[src/design/hbf_pkg.sv]
// Shared types and constants for the harmonic bond force block.
// No dependencies.
package hbf_pkg;

  localparam int unsigned SqrtSteps    = 33;  // root bits 32..0
  localparam int unsigned DivSteps     = 48;  // quotient bits 47..0
  localparam int unsigned BackLat      = 2 + SqrtSteps + 5 + DivSteps + 1;
  localparam int unsigned FifoDepthDef = 4;

  // One classified bond: |p2-p1| per axis with its sign, k and rest length.
  typedef struct packed {
    logic [2:0][32:0] mag;
    logic [2:0]       dneg;
    logic [31:0]      k;
    logic [30:0]      len;
  } item_t;

  typedef struct packed {
    logic full;
    logic empty;
  } fifo_stat_t;

endpackage

[src/design/hbf_front.sv]
// Input stage: takes a bond transfer, forms axis deltas and their signs.
// Depends on hbf_pkg.
module hbf_front (
  input  logic                clk_i,
  input  logic                rst_ni,
  input  logic                in_valid_i,
  output logic                in_ready_o,
  input  logic [31:0]         bead1_x_i,
  input  logic [31:0]         bead1_y_i,
  input  logic [31:0]         bead1_z_i,
  input  logic [31:0]         bead2_x_i,
  input  logic [31:0]         bead2_y_i,
  input  logic [31:0]         bead2_z_i,
  input  logic [31:0]         spring_constant_i,
  input  logic [30:0]         rest_length_i,
  input  hbf_pkg::fifo_stat_t stat_i,
  output logic                push_o,
  output hbf_pkg::item_t      item_o
);

  logic           fv_q, fv_d;
  hbf_pkg::item_t item_q, item_d;
  logic           accept;
  logic [32:0]    p1 [3];
  logic [32:0]    p2 [3];
  logic [32:0]    dlt [3];

  assign p1[0] = {bead1_x_i[31], bead1_x_i};
  assign p1[1] = {bead1_y_i[31], bead1_y_i};
  assign p1[2] = {bead1_z_i[31], bead1_z_i};
  assign p2[0] = {bead2_x_i[31], bead2_x_i};
  assign p2[1] = {bead2_y_i[31], bead2_y_i};
  assign p2[2] = {bead2_z_i[31], bead2_z_i};

  assign push_o     = fv_q && !stat_i.full;
  assign in_ready_o = !fv_q || !stat_i.full;
  assign accept     = in_valid_i && in_ready_o;
  assign item_o     = item_q;

  always_comb begin
    item_d = item_q;
    for (int i = 0; i < 3; i++) begin
      dlt[i]         = p2[i] - p1[i];
      item_d.dneg[i] = dlt[i][32];
      item_d.mag[i]  = dlt[i][32] ? (~dlt[i] + 33'd1) : dlt[i];
    end
    item_d.k   = spring_constant_i;
    item_d.len = rest_length_i;
  end

  always_comb begin
    fv_d = fv_q;
    if (accept) begin
      fv_d = 1'b1;
    end else if (push_o) begin
      fv_d = 1'b0;
    end
  end

  always_ff @(posedge clk_i or negedge rst_ni) begin
    if (!rst_ni) begin
      fv_q <= 1'b0;
    end else begin
      fv_q <= fv_d;
    end
  end

  always_ff @(posedge clk_i) begin
    if (accept) begin
      item_q <= item_d;
    end
  end

endmodule

[config.mk]
export PLATFORM = sky130hd
export DESIGN_NAME = hbf_front
export DESIGN_NICKNAME = d
export VERILOG_FILES = /design/src/design/hbf_pkg.sv /design/src/design/hbf_front.sv
export SDC_FILE = /design/constraint.sdc
export NUM_CORES = 1
export LEC_CHECK = 0
export ABC_AREA = 1
export BUFFER_PORTS_ARGS = -buffer_cell sky130_fd_sc_hd__clkbuf_2
export CAP_MARGIN = 20
export CORE_UTILIZATION = 46
export CTS_CLUSTER_DIAMETER = 40
export DETAILED_ROUTE_END_ITERATION = 12
export PLACE_DENSITY = 0.77
export SYNTH_ARGS = -nofsm -noshare
export SYNTH_HDL_FRONTEND = slang
export SYNTH_SLANG_ARGS = --single-unit
[constraint.sdc]
create_clock -name clk_i -period 11.15 [get_ports clk_i]
set_input_delay 1.115 -clock clk_i [delete_from_list [all_inputs] [get_ports clk_i]]
set_output_delay 1.115 -clock clk_i [all_outputs]
set_load 0.01 [all_outputs]
After elaboration in Yosys (flattened, before gate mapping)
Index checks and enable logic that the tools add are counted.
{ "classes": {"n_reduce_logical": 6, "add_sub_neg": 6, "order_cmp": 0, "div_mod_pow": 0, "n_mul": 0, "muxes": 5, "shift": 0, "n_eq_ne": 0, "bitwise_logic": 3} }
{ "ops": {"columns": ["op", "count"], "rows": [
  ["adder 33 x 1 -> 33 bit, second input constant", 3],
  ["inverter 33 bit", 3],
  ["subtractor 32 x 32 -> 33 bit", 3],
  ["two-way mux 32 bit", 3],
  ["logical AND 1 bit", 2],
  ["logical NOT 1 bit", 2],
  ["two-way mux 1 bit", 2],
  ["nonzero test 2 bit", 1],
  ["logical OR 1 bit", 1]
]} }
{ "totals": {"wordCells": 30, "memories": 0, "register_bits": 166, "out_inout_bits": 167, "input_bits": 260, "mem_bits_ro": 0, "latchBits": 0, "ram_bits": 0} }

Longest topological paths before layout
{ "logic_depth": {"depth_word": 4, "depth_mapped": 22, "mapped_depth_nobuf": 22} }

Worst setup path before layout
No wires, ideal clock.
{ "synth_timing": {"path_kind": "input-to-reg", "start": "input in_valid_i", "end": "register item_q, in the netlist item_o[0], enable pin", "setup_time_ns": 0.744, "arrival_time_ns": 9.087, "required_ns": 10.406, "cell_stages": 2, "path_buffers": 0, "path_slack_ns": 1.319, "path_cell_list": "inv_1 > a21oi_1"} }
{ "synth_via": {"elab_chain_len": 1} }
{ "synth_rtl": {"columns": ["item", "line", "source"], "rows": [
  ["from (decl)", "hbf_front.sv:6", "input logic in_valid_i,"],
  ["logical AND 1 bit", "hbf_front.sv:37", "assign accept = in_valid_i && in_ready_o;"],
  ["named net accept", "hbf_front.sv:23", "logic accept;"],
  ["to (signal assigned)", "hbf_front.sv:70", "item_q <= item_d;"],
  ["to (decl)", "hbf_front.sv:22", "hbf_pkg::item_t item_q, item_d;"]
]} }
The timed path passes the listed nets, and every way through them passes these cells.
A chain may end at the register's enable or synchronous reset.

==> flow_summary.json <==
{
  "outcome": "finished clean",
  "crit_top_cell": "nand2_1",
  "drive_above_1_share": 0.184,
  "path_clk_slew_ns": 0.07,
  "h-tree-depth": 4,
  "required_ns": 11.34,
  "powerDensity_nw_per_um2": 119,
  "cp_num_buf_inv": 4,
  "synth_mux_area_frac": 0,
  "syn-num-nets": 3009,
  "slew_headroom": 0.366,
  "gp_congestion": 0.948,
  "final_nets": 3444,
  "ys.flop_type": "edfxtp_1",
  "async_flop_share": 0.00602,
  "fin_crit_ns": 3.91,
  "viasPerCell": 4.86,
  "grt_usage": 0.278,
  "fmax_mhz": 255,
  "synth-compound-area-share": 0.0345,
  "final-hold-violation-count": 0,
  "root_buffer": "clkbuf_16",
  "synthToLayoutAreaGrowth_pct": 19.6,
  "antenna_left": 0,
  "postCtsHoldBufs": 0,
  "crit_family": "simple AND/OR/NAND/NOR gates",
  "path_class": "primary input to flip-flop",
  "synth_top_family_by_area": "simple AND/OR/NAND/NOR gates",
  "postCtsSetupRepairBufs": 0,
  "routedWlPerCell_um": 14.4,
  "placed_area_sq_um": 19200,
  "synth_top_area_cell": "edfxtp_1",
  "end_kind": "flip-flop",
  "antenna_found_initial": 5,
  "grt_max_degree": 90,
  "core-area_sq_um": 35500,
  "die_x_um": 192,
  "clkLatencyLatePin_ns": 0.43,
  "synth-adder-area-share": 0.0784,
  "avgSynthCellArea_sq_um": 6.26,
  "rsz0062_at_grt": "no",
  "design.die.area_sq_um": 36800,
  "grt_pass1_vias": 15800,
  "drtIter0Drc": 983,
  "area.sequential_sq_um": 4980,
  "cpPeakStageDelay_ns": 0.46,
  "ys_seq_area_frac": 0.301,
  "synthTopCellsByCount": "nand2_1, inv_1, nand3_1, nor2_1, edfxtp_1",
  "yosysTopAreaCellShare": 0.299,
  "hpwl_um": 44600,
  "yosys.area_share.simple": 0.419,
  "initial_core_util": 0.467,
  "setup_viol": 0,
  "leakagePower_uw": 0.0115,
  "num_vias": 17300,
  "slowest_stage": "inv_2",
  "fillers": 3644,
  "grt_overflow": 0,
  "fin_crit_sh": 0.351,
  "cts_tree": "done",
  "synth_most_common_cell": "nand2_1",
  "yosys_warnings": 0,
  "hold_class": "primary input to asynchronous set/reset pin",
  "routed_wl_um": 51200,
  "cp_max_fo": 31,
  "final_area_sq_um": 19800,
  "crit_chain": "clkbuf_2 > ha_1 > fa_1 > inv_1 > nand2_1 > nand2_1 > nand3_1 > nand2_1 > nand2_1 > nand2_1 > nand4_1 > nand3b_1 > nand2_2 > inv_2 > o21ai_1 > xor2_1 > inv_1",
  "rows": 69,
  "synthCells": 2647,
  "io_buffers": 425,
  "drv_slew": 0,
  "cap_violations": 0,
  "cts_resized": 0,
  "drt-pass1-iter-count": 5,
  "fp.dieH_um": 192,
  "skew_ns": 0.00777,
  "setup_tns_ns": 0,
  "ff2ff_setup_slack_ns": 8.56,
  "synth_edf_count": 165,
  "synth_xor_area_frac": 0.0349,
  "synth.area.top_cells": "edfxtp_1, nand2_1, inv_1",
  "vdd_drop_max_v": 0.000136,
  "multi_input_area_sq_um": 9390,
  "synth-seq-cells": 166,
  "drc": 0,
  "worst_pin_slew_ns": 0.951,
  "startpoint_type": "primary input",
  "syn-cell-area_sq_um": 16600,
  "max-clock-path-buffers": 2,
  "cp.arrival_ns": 4.10,
  "cts.sinks": 166,
  "grt_pass1_wl_um": 79300,
  "synth_cell_types": 42,
  "numCtsBuffers": 17,
  "pin_count": 427
}
-- through the flow --
stage | power [uW] | instances | utilization | hold WS, ns | worst slack [ns]
finish | 2360 | 3559 | 0.558 | 0.444 | 7.24
global route | 2520 | 3558 | 0.558 | 0.424 | 7.02
CTS | 2360 | 3555 | 0.557 | 0.423 | 7.30
detailed placement | 1790 | 3523 | 0.541 | 0.584 | 6.85
global placement | 1770 | 3523 | 0.541 | 0.560 | 6.85
floorplan | 1490 | 2647 | - | 0.544 | 1.32
-- final timing paths --
check	startpoint	end	cells after the start
worst max register to register	fv_q	item_o[112]	4
worst min-delay path	rst_ni	fv_q	1
worst max-delay path	bead1_x_i[0]	item_o[82]	17
min in group clk_i	fv_q	fv_q	2
max in group asynchronous	rst_ni	fv_q	1
worst min register to register	fv_q	fv_q	2
-- state kept, by name, summed over array words and instances, names as in the netlist --
signal,flops
fv_q,1
item_o,165
-- logic make-up (layout without fill, tap and decap cells) --
group / after synthesis / in the layout
other: 0 / 3
buffers and inverters: 573 / 1021
DFF: 166 / 166
xor gates and xnor gates: 66 / 66
and+or+nand+nor: 1641 / 1641
AOI/OAI and AO/OA: 99 / 99
adders and majority gates: 102 / 102
-- power by group --
group	internal, uW	leakage, uW	total [uW]	switching (uW)
clock network	296	0.000274	570	274
logic	322	0.00966	970	648
registers	791	0.00158	817	25.0
total	1410	0.0115	2360	947
-- routing by layer --
| metal | share of wire | GRT usage |
|---|---|---|
| met4 | 0.025 | 0.0962 |
| met1 | 0.44 | 0.356 |
| met5 | 0.00053 | 0 |
| met3 | 0.061 | 0.0353 |
| met2 | 0.47 | 0.478 |
-- area by class of cell --
type	instances	area share
multi-input combinational	1908	0.474
sequential	166	0.251
timing repair buffer	428	0.110
inverter	561	0.106
tap	461	0.0291
clock buffer	18	0.0217
clock inverter	14	0.00733
antenna	3	0.000379
-- cells in the final DEF (no fill, tap or decap), drive strengths merged, types with 16 or more instances in the layout --
cell | netlist | layout
a21oi | 66 | 66
clkbuf | 0 | 443
edfxtp | 165 | 165
ha | 99 | 99
inv | 561 | 565
nand2 | 1082 | 1082
nand3 | 230 | 230
nand3b | 16 | 16
nand4 | 26 | 26
nor2 | 246 | 246
nor3 | 27 | 27
o21ai | 21 | 21
xor2 | 52 | 52
No activity file was read; power rests on OpenSTA's default activity.
