===== config.mk =====
export PLATFORM = sky130hd
export DESIGN_NAME = hbf_fifo
export DESIGN_NICKNAME = d
export VERILOG_FILES = /design/src/design/hbf_pkg.sv /design/src/design/hbf_fifo.sv
export SDC_FILE = /design/constraint.sdc
export NUM_CORES = 1
export LEC_CHECK = 0
export BUFFER_PORTS_ARGS = -buffer_cell sky130_fd_sc_hd__buf_2
export CAP_MARGIN = 10
export CORE_AREA = 2 2 267 269
export DETAILED_ROUTE_END_ITERATION = 12
export DIE_AREA = 0 0 269 271
export PLACE_DENSITY = 0.64
export SETUP_SLACK_MARGIN = 0.4
export SLEW_MARGIN = 20
export SYNTH_ARGS = -nofsm -noshare
export SYNTH_HDL_FRONTEND = slang
export SYNTH_SLANG_ARGS = --single-unit

===== constraint.sdc =====
create_clock -name clk_i -period 5.07 [get_ports clk_i]
set_input_delay 0.507 -clock clk_i [delete_from_list [all_inputs] [get_ports clk_i]]
set_output_delay 0.507 -clock clk_i [all_outputs]
set_load 0.02 [all_outputs]

===== src/design/hbf_pkg.sv =====
// Shared types and constants for the harmonic bond force block.
// No dependencies.
package hbf_pkg;

  localparam int unsigned SqrtSteps    = 33;  // root bits 32..0
  localparam int unsigned DivSteps     = 48;  // quotient bits 47..0
  localparam int unsigned BackLat      = 2 + SqrtSteps + 5 + DivSteps + 1;
  localparam int unsigned FifoDepthDef = 4;

  // One classified bond: |p2-p1| per axis with its sign, k and rest length.
  typedef struct packed {
    logic [2:0][32:0] mag;
    logic [2:0]       dneg;
    logic [31:0]      k;
    logic [30:0]      len;
  } item_t;

  typedef struct packed {
    logic full;
    logic empty;
  } fifo_stat_t;

endpackage


===== src/design/hbf_fifo.sv =====
// Short queue between the input stage and the compute pipeline.
// Depends on hbf_pkg.
module hbf_fifo #(
  parameter int unsigned Depth = hbf_pkg::FifoDepthDef
) (
  input  logic                clk_i,
  input  logic                rst_ni,
  input  logic                push_i,
  input  hbf_pkg::item_t      item_i,
  input  logic                pop_i,
  output hbf_pkg::item_t      item_o,
  output hbf_pkg::fifo_stat_t stat_o
);

  localparam int unsigned PtrW = (Depth > 1) ? $clog2(Depth) : 1;
  localparam int unsigned CntW = $clog2(Depth + 1);

  hbf_pkg::item_t mem_q [Depth];
  logic [PtrW-1:0] wr_ptr_q, wr_ptr_d, rd_ptr_q, rd_ptr_d;
  logic [CntW-1:0] cnt_q, cnt_d;

  assign stat_o.full  = (cnt_q == CntW'(Depth));
  assign stat_o.empty = (cnt_q == '0);
  assign item_o       = mem_q[rd_ptr_q];

  always_comb begin
    wr_ptr_d = wr_ptr_q;
    rd_ptr_d = rd_ptr_q;
    cnt_d    = cnt_q;
    if (push_i) begin
      wr_ptr_d = (wr_ptr_q == PtrW'(Depth - 1)) ? '0 : wr_ptr_q + 1'b1;
    end
    if (pop_i) begin
      rd_ptr_d = (rd_ptr_q == PtrW'(Depth - 1)) ? '0 : rd_ptr_q + 1'b1;
    end
    if (push_i && !pop_i) begin
      cnt_d = cnt_q + 1'b1;
    end else if (pop_i && !push_i) begin
      cnt_d = cnt_q - 1'b1;
    end
  end

  always_ff @(posedge clk_i or negedge rst_ni) begin
    if (!rst_ni) begin
      wr_ptr_q <= '0;
      rd_ptr_q <= '0;
      cnt_q    <= '0;
    end else begin
      wr_ptr_q <= wr_ptr_d;
      rd_ptr_q <= rd_ptr_d;
      cnt_q    <= cnt_d;
    end
  end

  always_ff @(posedge clk_i) begin
    if (push_i) begin
      mem_q[wr_ptr_q] <= item_i;
    end
  end

endmodule


=== Word-level counts from Yosys, hierarchy flattened ===
Memory sizes are Yosys's and may differ from the RTL's.
Index checks and enable logic that the tools add are counted.

* Register bits after elaboration: 7
* RAM bits: 660
* Input bits: 169
* Output and inout port bits: 167
* Logic and storage cells: 23
* Memories: 1

{| class="wikitable"
|+ Memory list
! name !! depth !! bits a word !! read ports !! clocked after memory_dff !! write ports !! RTL line !! text
|-
| mem_q || 4 || 165 || 1 || 0 || 1 || hbf_fifo.sv:18 || <nowiki>hbf_pkg::item_t mem_q [Depth];</nowiki>
|}

* $add $sub $neg: 4
* Equal/unequal tests: 3
* Mux-type cells: 6
* Reduce and logical (&&, ||, !) cells: 6

{| class="wikitable"
|+ Operators with widths
! cell !! number
|-
| 3-bit 2-to-1 mux || 2
|-
| 2-bit by 1-bit adder with 2-bit output, second input constant || 2
|-
| 2-bit equality test, second input constant || 2
|-
| 2-bit 2-to-1 mux || 2
|-
| 3-bit by 1-bit adder with 3-bit output, second input constant || 1
|-
| 3-bit equality test, second input constant || 1
|-
| 3-bit zero test || 1
|-
| 3-bit by 1-bit subtractor with 3-bit output, second input constant || 1
|-
| 1-bit logical AND || 2
|-
| 1-bit zero test || 2
|-
| 1-bit 2-to-1 mux || 2
|-
| 2-bit nonzero test || 1
|}

=== Depth between registers and ports, before layout ===
Gate-level depths: netlist (run 1).

* Depth in word-level cells: 4
* Mapped depth: 7
* Gate-level depth less buffers: 7

=== Worst setup path after synthesis (run 1) ===
Ideal clock, no wire load.

* Kind: reg-to-reg
* From: register wr_ptr_q[0]
* To: memory mem_q[2][0] (netlist bit) (enable)
* Setup time: 0.544 ns
* Data arrival time: 4.389 ns
* Slack: 0.137 ns
* Stages on the path, launching flop included: 4
* Path buffers: 0
* Clock period less this slack: 4.933 ns
* Cell sequence: dfrtp_1 -> inv_1 -> ha_1 -> and2_1

{| class="wikitable"
|+ RTL lines
! element !! RTL line !! text
|-
| start: declaration || hbf_fifo.sv:19 || <nowiki>logic [PtrW-1:0] wr_ptr_q, wr_ptr_d, rd_ptr_q, rd_ptr_d;</nowiki>
|-
| start signal: assignment || hbf_fifo.sv:49 || <nowiki>wr_ptr_q <= wr_ptr_d;</nowiki>
|-
| end: declaration || hbf_fifo.sv:18 ||
|}

Straight into the memory's write port.

==> flow_summary.yaml, run 1 <==
layout:
  layout_commonest_cell: "edfxtp_1"
  final_area_um2: 29400
  diodes: 0
  final_cell_mix: "660 x edfxtp_1, 335 x buf_2, 165 x mux4_2"
  drive_gt1_share_pct: 46.5
  syn2layout_area_growth_pct: 21.5
  final_util_pct: 42.2
  fill_cells: 6038
  final_nets: 1461
pwr:
  seqPwrFrac_pct: 41.4
  power_mw: 17.7
  p_sw_mw: 5.46
  p_per_area_nw_per_um2: 602
  irDropWorstVdd_mv: 0.336
  power_frac_comb_pct: 29.3
  pwr-share-clk_pct: 29.3
  leakagePower_nw: 9.89
  swShare_pct: 30.8
  p_int_mw: 12.2
timing:
  period_minus_slack_ns: 3.20
  skew_ns: 0.0184
  timing_hold_violations_final: 0
  tightestPinTransition_ns: 0.833
  tns_ns: 0
  drv_slew: 0
  setup-violations-final: 0
  fin_crit_sh_pct: 63.1
  rsz0062_at_grt: "no"
  fmax_ghz: 0.313
  max_slew_margin_pct: 44.5
worst_setup_path:
  critPathSlowestCell: "dfrtp_4"
  criticalPathCategory: "register to output port"
  reg2reg_depth: 4
  worstPathMaxFanout: 70
  worstPathRequired_ns: 4.56
  crit_path_end_kind: "output port"
  max_stage_delay_ns: 0.68
  worstPathArrival_ns: 2.69
  worstPathCellList: "buf_12 -> mux4_2 -> buf_2"
  cp-start-kind: "register"
clocking:
  cts_made_buffers: 72
  clkLatencyLatePin_ns: 0.59
  cts.sinks: 667
  ctsRootBufferMaster: "clkbuf_16"
  cts_tree: "built"
  post-cts-setup-buffers: 0
  h-tree-depth: 3
  clk_path_buf_depth: 3
  path_clk_slew_ns: 0.06
synth:
  syn_nets: 1075
  synth_area_per_cell_um2: 27.0
  synth-seq-cells: 667
  ys_warn_count: 0
  seq_area_frac_synth_pct: 82.5
  synth.distinct_cells: 20
  syn_inst: 899
  synth_area_um2: 24200
grt:
  grt_pass1_wl_um: 71700
  grt_usage_pct: 13.2
  grt_pass1_vias: 11600
  grt_max_degree: 76
  grt-ovfl-total: 0
  antenna_found_initial: 13
routing:
  vias: 10800
  finalWirelength_um: 48100
  drc: 0
  wl_per_cell_um: 21.1
  vias_per_cell: 4.74
  drtIter0Drc: 692
  ant_nets: 0
  dr.pass1.iters: 6
floorplan:
  pin_count: 336
  die_w_um: 269
  rows: 97
  die_h_um: 271
  initial_core_util_pct: 34.7
  coreArea_um2: 69800
  die_area_um2: 72900
placed_design:
  gp_congestion: 0.706
  post_dp_cell_area_um2: 27100
  portBuffers: 335
  hpwl_um: 28100
run:
  cap_violations: 0
worst_hold_path:
  holdPathStages: 1
  hp-class: "input pin to register"
run_status:
  status: "finished clean"
## power by group through the flow
| stage | Sequential [mW] | Combinational, mW | Clock, mW |
|---|---|---|---|
| 2_1_floorplan | 7.36 | 3.75 | 0 |
| 6_report | 7.33 | 5.19 | 5.19 |
| 3_3_place_gp | 7.41 | 5.34 | 0 |
| 5_1_grt | 7.41 | 5.58 | 5.55 |
| 3_5_place_dp | 7.46 | 5.33 | 0 |
| 4_1_cts | 7.35 | 5.35 | 5.35 |
## stage by stage
| step | hold WS, ns | worst slack [ns] | std cells |
|---|---|---|---|
| 4_1_cts | 0.0608 | 1.79 | 2280 |
| 6_report | 0.116 | 1.87 | 2280 |
| 3_5_place_dp | 0.380 | 2.44 | 2150 |
| 2_1_floorplan | 0.211 | 1.98 | 899 |
| 3_3_place_gp | 0.376 | 2.45 | 2150 |
| 5_1_grt | 0.0820 | 1.71 | 2280 |
## final timing paths
kind | slack (ns) | startpoint | to
worst max-delay path | 1.87 | rd_ptr_q[0] | item_o[7]
worst min-delay path | 0.12 | item_i[19] | mem_q[3][19]
worst max register to register | 2.85 | wr_ptr_q[1] | mem_q[1][141]
worst min register to register | 0.49 | cnt_q[2] | cnt_q[2]
max in group asynchronous | 4.49 | rst_ni | rd_ptr_q[0]
min in group asynchronous | 0.34 | rst_ni | rd_ptr_q[1]
## layout make-up
type	count	area (µm²)	area share (%)
inverters	4	15.0	0.0510
repair buffers	349	1930	6.57
well taps	940	1180	4.00
clock buffers	89	1910	6.48
clock inverters	40	453	1.54
flip-flops and latches	667	20000	68.0
multi-input cells	191	3950	13.4
## cell usage after synthesis
master / instances / share of area (%)
edfxtp_1: 660 / 82
mux4_2: 165 / 15
buf_2: 16 / 0.33
buf_6: 16 / 0.74
dfrtp_1: 7 / 0.72
ha_1: 6 / 0.31
and2_1: 4 / 0.10
inv_1: 4 / 0.062
mux2_2: 3 / 0.14
nor2_1: 3 / 0.046
buf_1: 2 / 0.031
buf_4: 2 / 0.062
nand2_1: 2 / 0.031
o21ai_0: 2 / 0.041
xor2_1: 2 / 0.072
clkbuf_1: 1 / 0.015
fa_1: 1 / 0.083
nor3_1: 1 / 0.021
nor3b_1: 1 / 0.031
xnor2_1: 1 / 0.036
## worst max-delay path, delay by kind of cell (launching register included)
kind	cells	cell delay, ns
flip-flops	1	0.68
buffers and inverters	2	0.71
multiplexers	1	0.61
## timing repair
item | CTS | global route
hold buffers | 1 | 0
hold endpoints to repair | 7 | 0
resized for setup | 0 | 0
## routing by layer
layer	up-vias	GRT usage, %	routed length, µm
met2	285	21.4	23500
met5	-	0	167
met3	100	4.74	3740
met4	26	4.44	1110
li1	4697	-	-
met1	5702	16.4	19600
## cells by family after synthesis
logic type / synth area share (%)
compound gates: 0.0413
xor+xnor: 0.108
fa+ha+maj: 0.392
buf+inv: 1.24
flops: 82.5
mux: 15.5
simple gates: 0.232
## state kept, by name, indices dropped and copies added (netlist names)
name      cells
rd_ptr_q      2
mem_q       660
wr_ptr_q      2
cnt_q         3
No activity file was read; power rests on OpenSTA's default activity.
==> inputs of run 2 (changes only) <==
clock period = 2.9 ns   (was 5.07 ns; I/O delays follow)
==> flow_summary.yaml, run 2 (synthesis gave the netlist of run 1 again) <==
run:
  cap_violations: 0
layout:
  final_cell_mix: "660 x edfxtp_1, 329 x buf_2, 166 x dlygate4sd3_1"
  drive_gt1_share_pct: 42.9
  layout_commonest_cell: "edfxtp_1"
  reg.largest.list: "mem_q x660, cnt_q x3"
  final_nets: 1665
  syn2layout_area_growth_pct: 31.0
  largest_reg_flops: 660
  fill_cells: 5785
  top_register: "mem_q"
timing:
  setup_ws_ns: 0.439
  tightestPinTransition_ns: 0.624
  timing_hold_violations_final: 0
  fin_crit_sh_pct: 84.9
  drv_slew: 0
  tns_ns: 0
  max_slew_margin_pct: 58.4
  period_minus_slack_ns: 2.46
  skew_ns: 0.0149
  rsz0062_at_grt: "yes"
  setup-violations-final: 0
  fmax_ghz: 0.406
worst_setup_path:
  worstPathRequired_ns: 2.61
  worstPathMaxFanout: 10
  worstPathArrival_ns: 2.17
  crit_path_end_kind: "output port"
  criticalPathCategory: "register to output port"
  cp-start-kind: "register"
worst_hold_path:
  hp-class: "input pin to register"
grt:
  grt_max_degree: 78
  grt_usage_pct: 14.1
  grt-ovfl-total: 0
  antenna_found_initial: 6
  grt_pass1_wl_um: 77300
  grt_pass1_vias: 12800
clocking:
  cts_tree: "built"
  cts.sinks: 667
  ctsRootBufferMaster: "clkbuf_16"
  path_clk_slew_ns: 0.06
  clkLatencyLatePin_ns: 0.59
  cts_made_buffers: 72
  h-tree-depth: 3
  clk_path_buf_depth: 3
routing:
  finalWirelength_um: 52200
  ant_nets: 0
  vias_per_cell: 4.68
  drc: 0
  dr.pass1.iters: 4
  wl_per_cell_um: 21.0
  vias: 11600
  drtIter0Drc: 720
floorplan:
  die_area_um2: 72900
  die_h_um: 271
  pin_count: 336
  rows: 97
  die_w_um: 269
  initial_core_util_pct: 34.7
  coreArea_um2: 69800
placed_design:
  portBuffers: 335
  hpwl_um: 29800
  place_ws_ns: 0.729
  gp_congestion: 0.701
run_status:
  status: "finished clean"
pwr:
  leakagePower_nw: 10.9
  irDropWorstVdd_mv: 0.542
  p_per_area_nw_per_um2: 1010
[run 2: critical path: stages, from the launching register on]
cell and delay [ns]:
dfrtp_4 0.47, buf_12 0.17, clkbuf_16 0.22, mux4_2 0.51, buf_2 0.18
[run 2: cell type report]
| cell class | count | area [µm²] | share of cell area [%] |
|---|---|---|---|
| diodes | 4 | 10.0 | 0.0315 |
| clock buffers | 86 | 1900 | 5.97 |
| clock inverters | 41 | 389 | 1.23 |
| inverters | 4 | 15.0 | 0.0473 |
| multi-input cells | 191 | 3950 | 12.4 |
| flip-flops and latches | 667 | 20000 | 63.0 |
| well taps | 940 | 1180 | 3.70 |
| repair buffers | 553 | 4310 | 13.6 |
[run 2: path summary, 6_finish.rpt]
kind                                  start           end  slack, ns  cells after the start
worst max-delay path            rd_ptr_q[0]    item_o[29]       0.44                      4
worst min-delay path                 push_i   wr_ptr_q[0]       0.07                      3
worst max register to register  wr_ptr_q[0]  mem_q[2][86]       0.95                      4
worst min register to register     cnt_q[2]      cnt_q[2]       0.50                      1
max in group asynchronous            rst_ni   rd_ptr_q[0]       2.56                      2
min in group asynchronous            rst_ni   wr_ptr_q[0]       0.12                      2
[run 2: what timing repair did]
| item | in CTS | in global routing |
|---|---|---|
| hold buffers | 166 | 0 |
| gates cloned | 4 | 7 |
| buffers inserted | 8 | 2 |
| endpoints found under the setup margin | 160 | 146 |
| endpoints found under the hold margin | 667 | 0 |
| resized for setup | 20 | 20 |
[run 2: metal layers]
| layer | track usage [%] | vias to the layer above | part of all wire, % |
|---|---|---|---|
| li1 | - | 5114 | - |
| met1 | 17.9 | 6109 | 42 |
| met2 | 22.9 | 325 | 49 |
| met3 | 4.87 | 71 | 7.8 |
| met4 | 4.21 | 4 | 1.8 |
| met5 | 0 | - | 0.059 |
[run 2: power breakdown]
part	switching (mW)	total, mW	internal, mW
Sequential	0.332	12.7	12.3
Combinational	6.03	10.7	4.68
Clock	3.61	8.84	5.22
[run 2: through the flow]
stage | cell area [µm²] | power [mW] | instances | utilization, % | hold slack (ns)
after floorplan | 24200 | 19.4 | 899 | - | -0.00559
after global placement | 27300 | 22.5 | 2168 | 39.1 | 0.161
after detailed placement | 27300 | 22.6 | 2168 | 39.1 | 0.170
after CTS | 31500 | 32.3 | 2473 | 45.1 | 0.0206
after global routing | 31700 | 33.7 | 2485 | 45.5 | 0.0448
final | 31800 | 32.2 | 2486 | 45.5 | 0.0684
